===== config.mk =====
export PLATFORM = sky130hd
export DESIGN_NAME = roman_numeral_encoder
export DESIGN_NICKNAME = d
export VERILOG_FILES = /design/src/design/rne_pkg.sv /design/src/design/rne_front.sv /design/src/design/rne_fifo.sv /design/src/design/rne_back.sv /design/src/design/roman_numeral_encoder.sv
export VERILOG_INCLUDE_DIRS = /design/src /design/src/design
export SDC_FILE = /design/constraint.sdc
export NUM_CORES = 1
export LEC_CHECK = 0
export BUFFER_PORTS_ARGS = -buffer_cell sky130_fd_sc_hd__buf_2
export CORE_UTILIZATION = 25
export DETAILED_ROUTE_END_ITERATION = 8
export GPL_ROUTABILITY_DRIVEN = 1
export PLACE_DENSITY = 0.51
export SYNTH_ARGS = -nofsm -noshare
export SYNTH_HDL_FRONTEND = slang
export SYNTH_SLANG_ARGS = --single-unit

===== constraint.sdc =====
create_clock -name clk -period 4.9 [get_ports clk]
set_clock_uncertainty 0.05 [all_clocks]
set_input_delay 0 -clock clk [delete_from_list [all_inputs] [get_ports clk]]
set_output_delay 0 -clock clk [all_outputs]
set_load 0.05 [all_outputs]

===== src/design/assert_macros.svh =====
// Assertion macros shared by the encoder modules.
`ifndef ASSERT_MACROS_SVH
`define ASSERT_MACROS_SVH

// Concurrent assertion on an explicit clock and active-low reset.
`define ASSERT_CLK(lbl, ck, rn, prop, msg) \
	lbl: assert property (@(posedge ck) disable iff (!rn) prop) else $error(msg);

// Concurrent assertion on the local clk / arst_n.
`define ASSERT_DEF(lbl, prop, msg) `ASSERT_CLK(lbl, clk, arst_n, prop, msg)

`endif


===== src/design/rne_pkg.sv =====
// Package: types, codes and numeral tables for the Roman numeral encoder.
`default_nettype none
package rne_pkg;

	localparam int unsigned NUM_W       = 12;
	localparam int unsigned SYM_W       = 8;
	localparam int unsigned PAIR_COUNT  = 13;
	localparam int unsigned PAIR_IDX_W  = 4;
	localparam int unsigned ZERO_LEN    = 5;
	localparam int unsigned ZERO_IDX_W  = 3;
	localparam int unsigned QUEUE_DEPTH = 2;

	localparam logic [NUM_W-1:0] LIMIT_VALUE = 12'd4000;
	localparam logic [SYM_W-1:0] SYM_NONE    = 8'h00;

	typedef enum logic [1:0] {
		KIND_NORMAL = 2'd0,
		KIND_ZERO   = 2'd1,
		KIND_OOR    = 2'd2
	} kind_t;

	typedef struct packed {
		kind_t            kind;
		logic [NUM_W-1:0] value;
	} item_t;

	typedef struct packed {
		logic full;
		logic empty;
	} q_stat_t;

	localparam logic [NUM_W-1:0] PAIR_VALUE [PAIR_COUNT] = '{
		12'd1000, 12'd900, 12'd500, 12'd400, 12'd100, 12'd90, 12'd50,
		12'd40, 12'd10, 12'd9, 12'd5, 12'd4, 12'd1
	};
	// M C D C C X L X X I V I I
	localparam logic [SYM_W-1:0] PAIR_FIRST [PAIR_COUNT] = '{
		8'h4D, 8'h43, 8'h44, 8'h43, 8'h43, 8'h58, 8'h4C,
		8'h58, 8'h58, 8'h49, 8'h56, 8'h49, 8'h49
	};
	// second letter of subtractive pairs, zero for single letters
	localparam logic [SYM_W-1:0] PAIR_SECOND [PAIR_COUNT] = '{
		8'h00, 8'h4D, 8'h00, 8'h44, 8'h00, 8'h43, 8'h00,
		8'h4C, 8'h00, 8'h58, 8'h00, 8'h56, 8'h00
	};
	// "nulla"
	localparam logic [SYM_W-1:0] ZERO_WORD [ZERO_LEN] = '{
		8'h6E, 8'h75, 8'h6C, 8'h6C, 8'h61
	};

	// First pair whose value fits into v; the last pair (I) when none does.
	function automatic logic [PAIR_IDX_W-1:0] pair_index(input logic [NUM_W-1:0] v);
		logic [PAIR_IDX_W-1:0] idx;
		logic                  found;
		idx   = PAIR_IDX_W'(PAIR_COUNT - 1);
		found = 1'b0;
		for (int i = 0; i < PAIR_COUNT; i++) begin
			if (!found && v >= PAIR_VALUE[i]) begin
				idx   = PAIR_IDX_W'(i);
				found = 1'b1;
			end
		end
		return idx;
	endfunction

endpackage
`default_nettype wire


===== src/design/rne_front.sv =====
// Front end: accepts numbers and classifies them into queue items.
`default_nettype none
module rne_front (
	input  wire logic                      s_tvalid,
	output logic                           s_tready,
	input  wire logic [15:0]               s_tdata,
	input  wire rne_pkg::q_stat_t          q_stat,
	output logic                           push,
	output rne_pkg::item_t                 push_item
);

	logic [rne_pkg::NUM_W-1:0] number;

	assign number   = s_tdata[rne_pkg::NUM_W-1:0];
	assign s_tready = !q_stat.full;
	assign push     = s_tvalid && !q_stat.full;

	always_comb begin
		push_item.value = number;
		priority if (number >= rne_pkg::LIMIT_VALUE) begin
			push_item.kind = rne_pkg::KIND_OOR;
		end else if (number == '0) begin
			push_item.kind = rne_pkg::KIND_ZERO;
		end else begin
			push_item.kind = rne_pkg::KIND_NORMAL;
		end
	end

endmodule
`default_nettype wire


===== src/design/rne_fifo.sv =====
// Short item queue between the front end and the character generator.
`default_nettype none
`include "assert_macros.svh"
module rne_fifo #(
	parameter int unsigned DEPTH = rne_pkg::QUEUE_DEPTH
) (
	input  wire logic             clk,
	input  wire logic             arst_n,
	input  wire logic             push,
	input  wire rne_pkg::item_t   push_item,
	input  wire logic             pop,
	output rne_pkg::item_t        head,
	output rne_pkg::q_stat_t      stat
);

	localparam int unsigned PW = (DEPTH > 1) ? $clog2(DEPTH) : 1;
	localparam int unsigned CW = $clog2(DEPTH + 1);

	rne_pkg::item_t  entry_q [DEPTH];
	logic [PW-1:0]   wr_ptr_q;
	logic [PW-1:0]   rd_ptr_q;
	logic [CW-1:0]   count_q;
	logic            do_push;
	logic            do_pop;

	assign stat.full  = (count_q == CW'(DEPTH));
	assign stat.empty = (count_q == '0);
	assign do_push    = push && !stat.full;
	assign do_pop     = pop && !stat.empty;
	assign head       = entry_q[rd_ptr_q];

	always_ff @(posedge clk) begin
		if (do_push) begin
			entry_q[wr_ptr_q] <= push_item;
		end
	end

	always_ff @(posedge clk or negedge arst_n) begin
		if (!arst_n) begin
			wr_ptr_q <= '0;
			rd_ptr_q <= '0;
			count_q  <= '0;
		end else begin
			if (do_push) begin
				wr_ptr_q <= (wr_ptr_q == PW'(DEPTH - 1)) ? '0 : wr_ptr_q + 1'b1;
			end
			if (do_pop) begin
				rd_ptr_q <= (rd_ptr_q == PW'(DEPTH - 1)) ? '0 : rd_ptr_q + 1'b1;
			end
			if (do_push && !do_pop) begin
				count_q <= count_q + 1'b1;
			end else if (do_pop && !do_push) begin
				count_q <= count_q - 1'b1;
			end
		end
	end

	`ASSERT_DEF(a_count_bound, count_q <= CW'(DEPTH), "queue count above depth")
	`ASSERT_DEF(a_no_overflow, !(push && stat.full), "push into a full queue")

endmodule
`default_nettype wire


===== src/design/rne_back.sv =====
// Back end: turns one queued number into a run of numeral characters.
`default_nettype none
`include "assert_macros.svh"
module rne_back (
	input  wire logic                        clk,
	input  wire logic                        arst_n,
	input  wire rne_pkg::item_t              head,
	input  wire rne_pkg::q_stat_t            q_stat,
	output logic                             pop,
	output logic                             m_tvalid,
	input  wire logic                        m_tready,
	output logic [rne_pkg::SYM_W-1:0]        m_tdata,
	output logic                             m_tlast,
	output logic                             m_tuser
);

	typedef enum logic [1:0] {
		ST_IDLE = 2'b01,
		ST_RUN  = 2'b10
	} state_t;

	state_t                          state_q;
	rne_pkg::kind_t                  kind_q;
	logic [rne_pkg::NUM_W-1:0]       rem_q;
	logic [rne_pkg::PAIR_IDX_W-1:0]  pos_q;
	logic                            pend_q;
	logic [rne_pkg::ZERO_IDX_W-1:0]  zidx_q;

	logic                            out_valid_q;
	logic [rne_pkg::SYM_W-1:0]       sym_q;
	logic                            last_q;
	logic                            oor_q;

	logic                            adv;
	logic                            emit;
	logic [rne_pkg::PAIR_IDX_W-1:0]  idx;
	logic [rne_pkg::NUM_W-1:0]       rem_nxt;
	logic [rne_pkg::SYM_W-1:0]       sym_c;
	logic                            last_c;
	logic                            oor_c;
	logic                            pend_nxt;

	assign adv  = !out_valid_q || m_tready;
	assign emit = (state_q == ST_RUN) && adv;
	assign pop  = (state_q == ST_IDLE) && !q_stat.empty;

	assign idx  = rne_pkg::pair_index(rem_q);

	always_comb begin
		rem_nxt  = rem_q;
		pend_nxt = 1'b0;
		sym_c    = rne_pkg::SYM_NONE;
		last_c   = 1'b1;
		oor_c    = 1'b0;
		unique case (kind_q)
			rne_pkg::KIND_OOR: begin
				oor_c = 1'b1;
			end
			rne_pkg::KIND_ZERO: begin
				sym_c  = rne_pkg::ZERO_WORD[zidx_q];
				last_c = (zidx_q == rne_pkg::ZERO_IDX_W'(rne_pkg::ZERO_LEN - 1));
			end
			rne_pkg::KIND_NORMAL: begin
				if (pend_q) begin
					sym_c  = rne_pkg::PAIR_SECOND[pos_q];
					last_c = (rem_q == '0);
				end else begin
					rem_nxt  = rem_q - rne_pkg::PAIR_VALUE[idx];
					sym_c    = rne_pkg::PAIR_FIRST[idx];
					pend_nxt = (rne_pkg::PAIR_SECOND[idx] != rne_pkg::SYM_NONE);
					last_c   = (rem_nxt == '0) && !pend_nxt;
				end
			end
			default: begin
				oor_c = 1'b1;
			end
		endcase
	end

	always_ff @(posedge clk or negedge arst_n) begin
		if (!arst_n) begin
			state_q     <= ST_IDLE;
			kind_q      <= rne_pkg::KIND_NORMAL;
			rem_q       <= '0;
			pos_q       <= '0;
			pend_q      <= 1'b0;
			zidx_q      <= '0;
			out_valid_q <= 1'b0;
		end else begin
			unique case (state_q)
				ST_IDLE: begin
					if (pop) begin
						state_q <= ST_RUN;
						kind_q  <= head.kind;
						rem_q   <= head.value;
						pos_q   <= '0;
						pend_q  <= 1'b0;
						zidx_q  <= '0;
					end
				end
				ST_RUN: begin
					if (emit) begin
						rem_q  <= rem_nxt;
						pend_q <= pend_nxt;
						zidx_q <= zidx_q + 1'b1;
						if (!pend_q) begin
							pos_q <= idx;
						end
						if (last_c) begin
							state_q <= ST_IDLE;
						end
					end
				end
				default: begin
					state_q <= ST_IDLE;
				end
			endcase
			if (emit) begin
				out_valid_q <= 1'b1;
			end else if (m_tready) begin
				out_valid_q <= 1'b0;
			end
		end
	end

	always_ff @(posedge clk) begin
		if (emit) begin
			sym_q  <= sym_c;
			last_q <= last_c;
			oor_q  <= oor_c;
		end
	end

	assign m_tvalid = out_valid_q;
	assign m_tdata  = sym_q;
	assign m_tlast  = last_q;
	assign m_tuser  = oor_q;

	`ASSERT_DEF(a_oor_is_last, (out_valid_q && oor_q) |-> last_q,
		"error item not marked last")
	`ASSERT_DEF(a_last_ends_run, (emit && last_c) |=> (state_q == ST_IDLE),
		"run continues after last character")
	`ASSERT_DEF(a_zero_index, zidx_q <= rne_pkg::ZERO_IDX_W'(rne_pkg::ZERO_LEN)
		|| kind_q != rne_pkg::KIND_ZERO, "zero word index out of range")

endmodule
`default_nettype wire


===== src/design/roman_numeral_encoder.sv =====
// Top level: Roman numeral encoder, number in, ASCII numeral characters out.
// A number accepted into the queue is loaded into the character generator,
// which registers its first character into the output register for m_tdata.
// The generator gives one character per cycle while m_tready allows and
// takes a new number from the queue only in ST_IDLE, after the last character.
// Reset (arst_n low, asynchronous): queue emptied, generator idle, no output.
`default_nettype none
module roman_numeral_encoder #(
	parameter int unsigned QUEUE_DEPTH = rne_pkg::QUEUE_DEPTH
) (
	input  wire logic        clk,
	input  wire logic        arst_n,
	// input items
	input  wire logic        s_tvalid,
	output logic             s_tready,
	input  wire logic [15:0] s_tdata,   // [11:0] number, [15:12] zero
	// result items
	output logic             m_tvalid,
	input  wire logic        m_tready,
	output logic [7:0]       m_tdata,   // [7:0] symbol (ASCII, zero on error)
	output logic             m_tlast,   // final_char
	output logic             m_tuser    // out_of_range
);

	// front end -> queue
	logic              push;
	rne_pkg::item_t    push_item;
	// queue -> back end
	rne_pkg::item_t    head;
	rne_pkg::q_stat_t  q_stat;
	logic              pop;

	// Classifies each number as normal, zero or out of range; stalls only
	// when the queue is full.
	rne_front u_front (
		.s_tvalid  (s_tvalid),
		.s_tready  (s_tready),
		.s_tdata   (s_tdata),
		.q_stat    (q_stat),
		.push      (push),
		.push_item (push_item)
	);

	// Decouples intake from character output so a new number can be taken
	// while the previous numeral is still streaming out.
	rne_fifo #(
		.DEPTH (QUEUE_DEPTH)
	) u_fifo (
		.clk       (clk),
		.arst_n    (arst_n),
		.push      (push),
		.push_item (push_item),
		.pop       (pop),
		.head      (head),
		.stat      (q_stat)
	);

	// Greedy conversion, one character per cycle into an output register while
	// m_tready allows; subtractive pairs give their two letters one after the other.
	rne_back u_back (
		.clk      (clk),
		.arst_n   (arst_n),
		.head     (head),
		.q_stat   (q_stat),
		.pop      (pop),
		.m_tvalid (m_tvalid),
		.m_tready (m_tready),
		.m_tdata  (m_tdata),
		.m_tlast  (m_tlast),
		.m_tuser  (m_tuser)
	);

endmodule
`default_nettype wire

==> results.sh, run 1 <==
export IMPL_path_max_fanout=4
export IMPL_reg2regPathDepth=17
export IMPL_mappedNetlistArea_um2=4060
export IMPL_initial_core_util_pct=25.5
export IMPL_worst_path_stages=17
export IMPL_h_tree_depth=3
export IMPL_clockBufferDepth=2
export IMPL_first_pass_iters=5
export IMPL_area_growth_pct=30.6
export IMPL_slowest_stage="fa_2"
export IMPL_die_x_um=129
export IMPL_nNetsFinal=542
export IMPL_synthCells=424
export IMPL_crit_buf_inv=0
export IMPL_r2r_slack_ns=0.14
export IMPL_ys_ff_latch=66
export IMPL_dpl_hpwl_um=7630
export IMPL_drt_iter0_markers=108
export IMPL_grt_pass1_wl_um=16900
export IMPL_period_share_pct=97.2
export IMPL_crit_path_start_kind="flop"
export IMPL_die_area_um2=16700
export IMPL_vias_per_cell=4.71
export IMPL_n_antenna_cell=0
export IMPL_max_stage_delay_ns=0.54
export IMPL_fmax_mhz=210
export IMPL_gr_total_overflow=0
export IMPL_r2r_end="u_back.state_q[1]$_DFFE_PN0P_"
export IMPL_gp_congestion=0.836
export IMPL_cpMostUsedCell="or3_4"
export IMPL_tightest_slew_ns=1.17
export IMPL_wl_um=10400
export IMPL_cts_buffers=9
export IMPL_synth_ff_type="edfxtp_1"
export IMPL_grt_pass1_vias=3360
export IMPL_die_h_um=129
export IMPL_antenna_found_initial=0
export IMPL_cts_root_buf="clkbuf_16"
export IMPL_antenna_left=0
export IMPL_ys_seq_area_share_pct=45.3
export IMPL_setup_tns_ns=0
export IMPL_yosysWarnings=0
export IMPL_cts_tree="yes"
export IMPL_path_cells="or3_4 -> or3_4 -> a211oi_2 -> o22a_1 -> nor2_2 -> ha_4 -> a21oi_2 -> nor2_1 -> ha_2 -> fa_2 -> nand2_1 -> or3_4 -> or3b_4 -> a2111oi_4 -> nand4_1 -> a21oi_2 -> mux2_4"
export IMPL_grt_max_degree=30
export IMPL_crit_required_ns=5.06
export IMPL_cts_clk_slew_worst_paths_ns=0.06
export IMPL_arrival_ns=4.93
export IMPL_synth_edf_count=37
export IMPL_crit_family="simple AND/OR/NAND/NOR gates"
export IMPL_slew_viol_final=0
export IMPL_synth_avg_cell_area_um2=9.57
export IMPL_setup_viol=0
export IMPL_synth_area_leaders="edfxtp_1 27%, dfrtp_1 17%, ha_1 6.2%"
export IMPL_wl_per_cell_um=14.3
export IMPL_gr_usage_all_layers_pct=13.1
export IMPL_cp_end_kind="flop"
export IMPL_rows=46
export IMPL_r2r_start="u_back.rem_q[9]$_DFFE_PN0P_"
export IMPL_yosysTopAreaCell="edfxtp_1"
export IMPL_outcome="completed"
export IMPL_netlist_area_leader_share_pct=27.4
export IMPL_clk_latency_ns=0.33
export IMPL_io_pins=32
export IMPL_rsz0062_at_grt="yes"
export IMPL_synth_distinct_cells=65
export IMPL_hp_class="input pin to async pin"
export IMPL_post_route_min_period_ns=4.76
export IMPL_io_buffer_count=26
export IMPL_drc=0
export IMPL_synth_async_reset_ratio_pct=43.9
export IMPL_drive_gt1_share_pct=23.3
export IMPL_max_cap_violations=0
export IMPL_syn_num_nets=465
export IMPL_vias=3400
export IMPL_core_area_um2=15900
export IMPL_final_setup_worst_slack_ns=0.136
export IMPL_hold_violations=0
export IMPL_path_class="flop to flop"
export IMPL_pre_cts_slack_ns=-0.0515
export IMPL_slew_headroom_pct=21.7
export IMPL_cts_sinks=66
how the worst max path moves through the flow:
stage	to	slack, ns	from
final	u_back.state_q[1]$_DFFE_PN0P_	0.14	u_back.rem_q[9]$_DFFE_PN0P_
after detailed placement	u_back.state_q[1]$_DFFE_PN0P_	-0.05	u_back.rem_q[9]$_DFFE_PN0P_
after global routing	u_back.state_q[1]$_DFFE_PN0P_	-0.08	u_back.rem_q[9]$_DFFE_PN0P_
after floorplan	u_back.state_q[1]$_DFFE_PN0P_	0.17	u_back.rem_q[7]$_DFFE_PN0P_
after CTS	u_back.state_q[1]$_DFFE_PN0P_	0.02	u_back.rem_q[9]$_DFFE_PN0P_
after global placement	u_back.state_q[1]$_DFFE_PN0P_	-0.01	u_back.rem_q[9]$_DFFE_PN0P_
cell usage in the layout (no fill, tap or decap), types with 5 or more instances in the layout:
master / count
nand2_1: 47
nor2_1: 43
buf_4: 43
edfxtp_1: 37
dfrtp_1: 28
o21ai_0: 27
buf_2: 26
a21oi_1: 25
inv_1: 17
ha_1: 17
dlygate4sd3_1: 15
mux2i_1: 13
nor2b_1: 10
clkbuf_16: 9
xnor2_1: 8
a211oi_1: 7
o21ai_1: 6
nand3_1: 6
nor3_1: 5
nand2b_1: 5
o211ai_1: 5
a31oi_1: 5
sequential cells by signal, indices dropped and copies added, names as in the netlist:
signal	flops
u_fifo.entry_q	28
u_back.rem_q	12
u_back.m_tdata	7
u_back.pos_q	4
u_back.zidx_q	3
u_back.kind_q	2
u_back.state_q	2
u_fifo.count_q	2
u_back.m_tlast	1
u_back.m_tuser	1
u_back.m_tvalid	1
u_back.pend_q	1
u_fifo.rd_ptr_q	1
u_fifo.wr_ptr_q	1
synth_stat cells, types with 4 or more instances:
master     n
nand2_1   47
nor2_1    43
edfxtp_1  37
dfrtp_1   28
o21ai_0   28
a21oi_1   27
ha_1      20
inv_1     17
mux2i_1   13
clkbuf_1  12
nor2b_1   11
a211oi_1   9
xnor2_1    8
nand3_1    7
nor3_1     6
a31oi_1    5
nand2b_1   5
o211ai_1   5
o21ai_1    5
a21o_1     4
a22o_1     4
and2_1     4
nand3b_1   4
nand4_1    4
nor4_1     4
or3_1      4
xor2_1     4
layout make-up:
class	instances	area [um2]
multi-input cells	321	2170
clock buffers	9	225
flip-flops and latches	66	1840
inverters	19	71.3
repair buffers	84	603
clock inverters	7	118
fillers	1662	10600
well taps	216	270
cells by family after synthesis:
| logic type | Yosys count | synth area share, % |
|---|---|---|
| AND/OR/NAND/NOR | 151 | 17.9 |
| AO/OA/AOI/OAI | 118 | 19.2 |
| flip-flops | 66 | 45.3 |
| buffers and inverters | 37 | 3.64 |
| adder cells (fa/ha/maj) | 21 | 6.66 |
| multiplexers | 18 | 4.59 |
| XOR/XNOR | 12 | 2.59 |
| other | 1 | 0.0924 |
routing by layer:
metal  vias to the layer above  wire, um  global-route usage (%)
met4                         0       194                    5.33
li1                       1699         -                       -
met5                         -         0                       0
met1                      1627      4830                    16.3
met3                        14       278                    2.64
met2                        60      5050                    22.2
timing repair:
action	4_1_cts	5_1_grt
setup buffers	1	2
pin swaps	3	5
gates cloned	0	0
endpoints found under the setup margin	1	3
hold endpoints to repair	54	0
gates resized for setup	4	19
hold buffers	15	0
through the flow:
stage               util, %  std cells  instance area, um2  hold WS [ns]
global placement       29.5        688                4680        0.0405
floorplan                 -        424                4060        -0.346
finish                 33.4        722                5300         0.234
global route           33.4        722                5300         0.328
CTS                    32.7        720                5200         0.275
detailed placement     29.5        688                4680        0.0388
Power of run 1 is not shown: default switching activity piles up to over one toggle a cycle in this logic, so the estimate is an artifact.
==> inputs of run 2 (changes only) <==
--- a/config.mk
+++ b/config.mk
@@ -7,10 +7,10 @@
 export NUM_CORES = 1
 export LEC_CHECK = 0
 export BUFFER_PORTS_ARGS = -buffer_cell sky130_fd_sc_hd__buf_2
-export CORE_UTILIZATION = 25
+export CORE_UTILIZATION = 50
 export DETAILED_ROUTE_END_ITERATION = 8
 export GPL_ROUTABILITY_DRIVEN = 1
-export PLACE_DENSITY = 0.51
+export PLACE_DENSITY = 0.81
 export SYNTH_ARGS = -nofsm -noshare
 export SYNTH_HDL_FRONTEND = slang
 export SYNTH_SLANG_ARGS = --single-unit
==> run 2 against run 1 <==
  * Clock-buffer cell count rose by 2
  * Die area fell by 49%
  * Register-to-register slack improved by 0.02 ns
  * Setup slack improved by 0.019 ns
==> results.sh, run 2 (synthesis results as in run 1) <==
export IMPL_setup_viol=0
export IMPL_crit_required_ns=5.09
export IMPL_path_max_fanout=4
export IMPL_die_area_um2=8480
export IMPL_antenna_found_initial=0
export IMPL_crit_family="compound AO/OA/AOI/OAI gates"
export IMPL_regMostFlops="u_fifo.entry_q"
export IMPL_max_stage_delay_ns=0.41
export IMPL_io_buffer_count=26
export IMPL_slew_headroom_pct=25.2
export IMPL_gr_usage_all_layers_pct=25.2
export IMPL_r2r_end="u_back.state_q[1]$_DFFE_PN0P_"
export IMPL_nNetsFinal=538
export IMPL_dpl_hpwl_um=7040
export IMPL_vias=3490
export IMPL_critPathLaunch="u_back.rem_q[3]$_DFFE_PN0P_"
export IMPL_cts_sinks=66
export IMPL_io_pins=32
export IMPL_n_antenna_cell=0
export IMPL_cts_tree="yes"
export IMPL_drt_iter0_markers=246
export IMPL_drc=0
export IMPL_cp_end_kind="flop"
export IMPL_first_pass_iters=4
export IMPL_gr_total_overflow=0
export IMPL_grt_max_degree=30
export IMPL_antenna_left=0
export IMPL_worst_path_stages=19
export IMPL_post_route_min_period_ns=4.74
export IMPL_cts_buffers=9
export IMPL_outcome="completed"
export IMPL_clockBufferDepth=2
export IMPL_reg2regPathDepth=19
export IMPL_period_share_pct=96.8
export IMPL_fin_area_um2=4970
export IMPL_grt_pass1_vias=3410
export IMPL_tightest_slew_ns=1.12
export IMPL_die_x_um=92.1
export IMPL_largest_reg_flops=28
export IMPL_fmax_mhz=211
export IMPL_hp_class="input pin to async pin"
export IMPL_grt_pass1_wl_um=16300
export IMPL_gp_congestion=0.886
export IMPL_slowest_stage="dfrtp_1"
export IMPL_cts_root_buf="clkbuf_8"
export IMPL_crit_path_start_kind="flop"
export IMPL_crit_end="u_back.state_q[1]$_DFFE_PN0P_"
export IMPL_core_area_um2=7810
export IMPL_r2r_slack_ns=0.16
export IMPL_clk_latency_ns=0.35
export IMPL_place_area_um2=4490
export IMPL_path_class="flop to flop"
export IMPL_drive_gt1_share_pct=22.1
export IMPL_area_growth_pct=22.6
export IMPL_arrival_ns=4.93
export IMPL_rows=32
export IMPL_layout_common_cells="47 x nand2_1, 43 x nor2_1, 39 x buf_4"
export IMPL_cts_clk_slew_worst_paths_ns=0.08
export IMPL_layout_commonest_cell="nand2_1"
export IMPL_crit_buf_inv=3
export IMPL_wl_per_cell_um=16.6
export IMPL_path_cells="buf_4 -> nor3_1 -> nand2_1 -> a41oi_1 -> a211o_1 -> inv_1 -> ha_4 -> nand2_1 -> a21oi_2 -> inv_1 -> ha_1 -> nor2b_1 -> o2111ai_1 -> a31o_1 -> a211o_1 -> a211oi_2 -> nand4_1 -> a21oi_2 -> mux2_1"
export IMPL_wl_um=10000
export IMPL_h_tree_depth=3
export IMPL_die_h_um=92.1
export IMPL_setup_tns_ns=0
export IMPL_hold_violations=0
export IMPL_initial_core_util_pct=52.0
export IMPL_r2r_start="u_back.rem_q[3]$_DFFE_PN0P_"
export IMPL_max_cap_violations=0
export IMPL_vias_per_cell=5.78
export IMPL_slew_viol_final=0
==> run 2: cell count changes in the layout (fill, tap and decap cells not counted), sizes merged <==
cell,previous run,this run
clkinv,4,2
clkinvlp,0,1
buf,69,65
inv,19,21
clkbuf,9,11
bufinv,3,0
==> run 2: worst min path at each step <==
stage | start | to | slack [ns] | cells after the start
2_1_floorplan | arst_n | u_back.kind_q[0]$_DFFE_PN0P_ | -0.35 | 0
3_3_place_gp | arst_n | u_back.pos_q[0]$_DFFE_PN0P_ | 0.02 | 1
3_5_place_dp | arst_n | u_back.pos_q[0]$_DFFE_PN0P_ | 0.03 | 1
4_1_cts | arst_n | u_back.pos_q[0]$_DFFE_PN0P_ | 0.18 | 2
5_1_grt | arst_n | u_back.pos_q[0]$_DFFE_PN0P_ | 0.23 | 2
6_report | arst_n | u_back.pos_q[1]$_DFFE_PN0P_ | 0.17 | 2
==> run 2: final cells by class <==
| class | count | area, um2 |
|---|---|---|
| clock inverters | 5 | 33.8 |
| clock buffers | 11 | 163 |
| fillers | 637 | 2830 |
| repair buffers | 80 | 573 |
| flip-flops and latches | 66 | 1840 |
| inverters | 19 | 71.3 |
| multi-input cells | 321 | 2170 |
| well taps | 102 | 128 |
==> run 2: through the flow <==
stage	utilization (%)	instances	hold slack (ns)	setup slack, ns
detailed placement	57.6	568	0.0349	-0.0376
global route	63.7	604	0.233	-0.0272
floorplan	-	424	-0.346	0.167
global placement	57.6	568	0.0186	0.0544
CTS	62.5	601	0.185	0.00962
finish	63.7	604	0.173	0.156
==> run 2: repair_timing <==
action,4_1_cts,5_1_grt
hold endpoints to repair,54,0
pin swaps,3,4
resized for setup,5,17
hold buffers,15,0
gates cloned,0,0
setup endpoints to repair,1,3
setup buffers,2,3
==> run 2: layer usage <==
layer | wire length (um) | track usage, % | up-vias | share of wire (%)
met3 | 553 | 5.72 | 22 | 5.5
met4 | 225 | 9.90 | 0 | 2.2
met1 | 4120 | 30.0 | 1657 | 41
li1 | - | - | 1694 | -
met5 | 0 | 0 | - | 0
met2 | 5150 | 43.8 | 117 | 51
Power of run 2 is left out for the same reason.
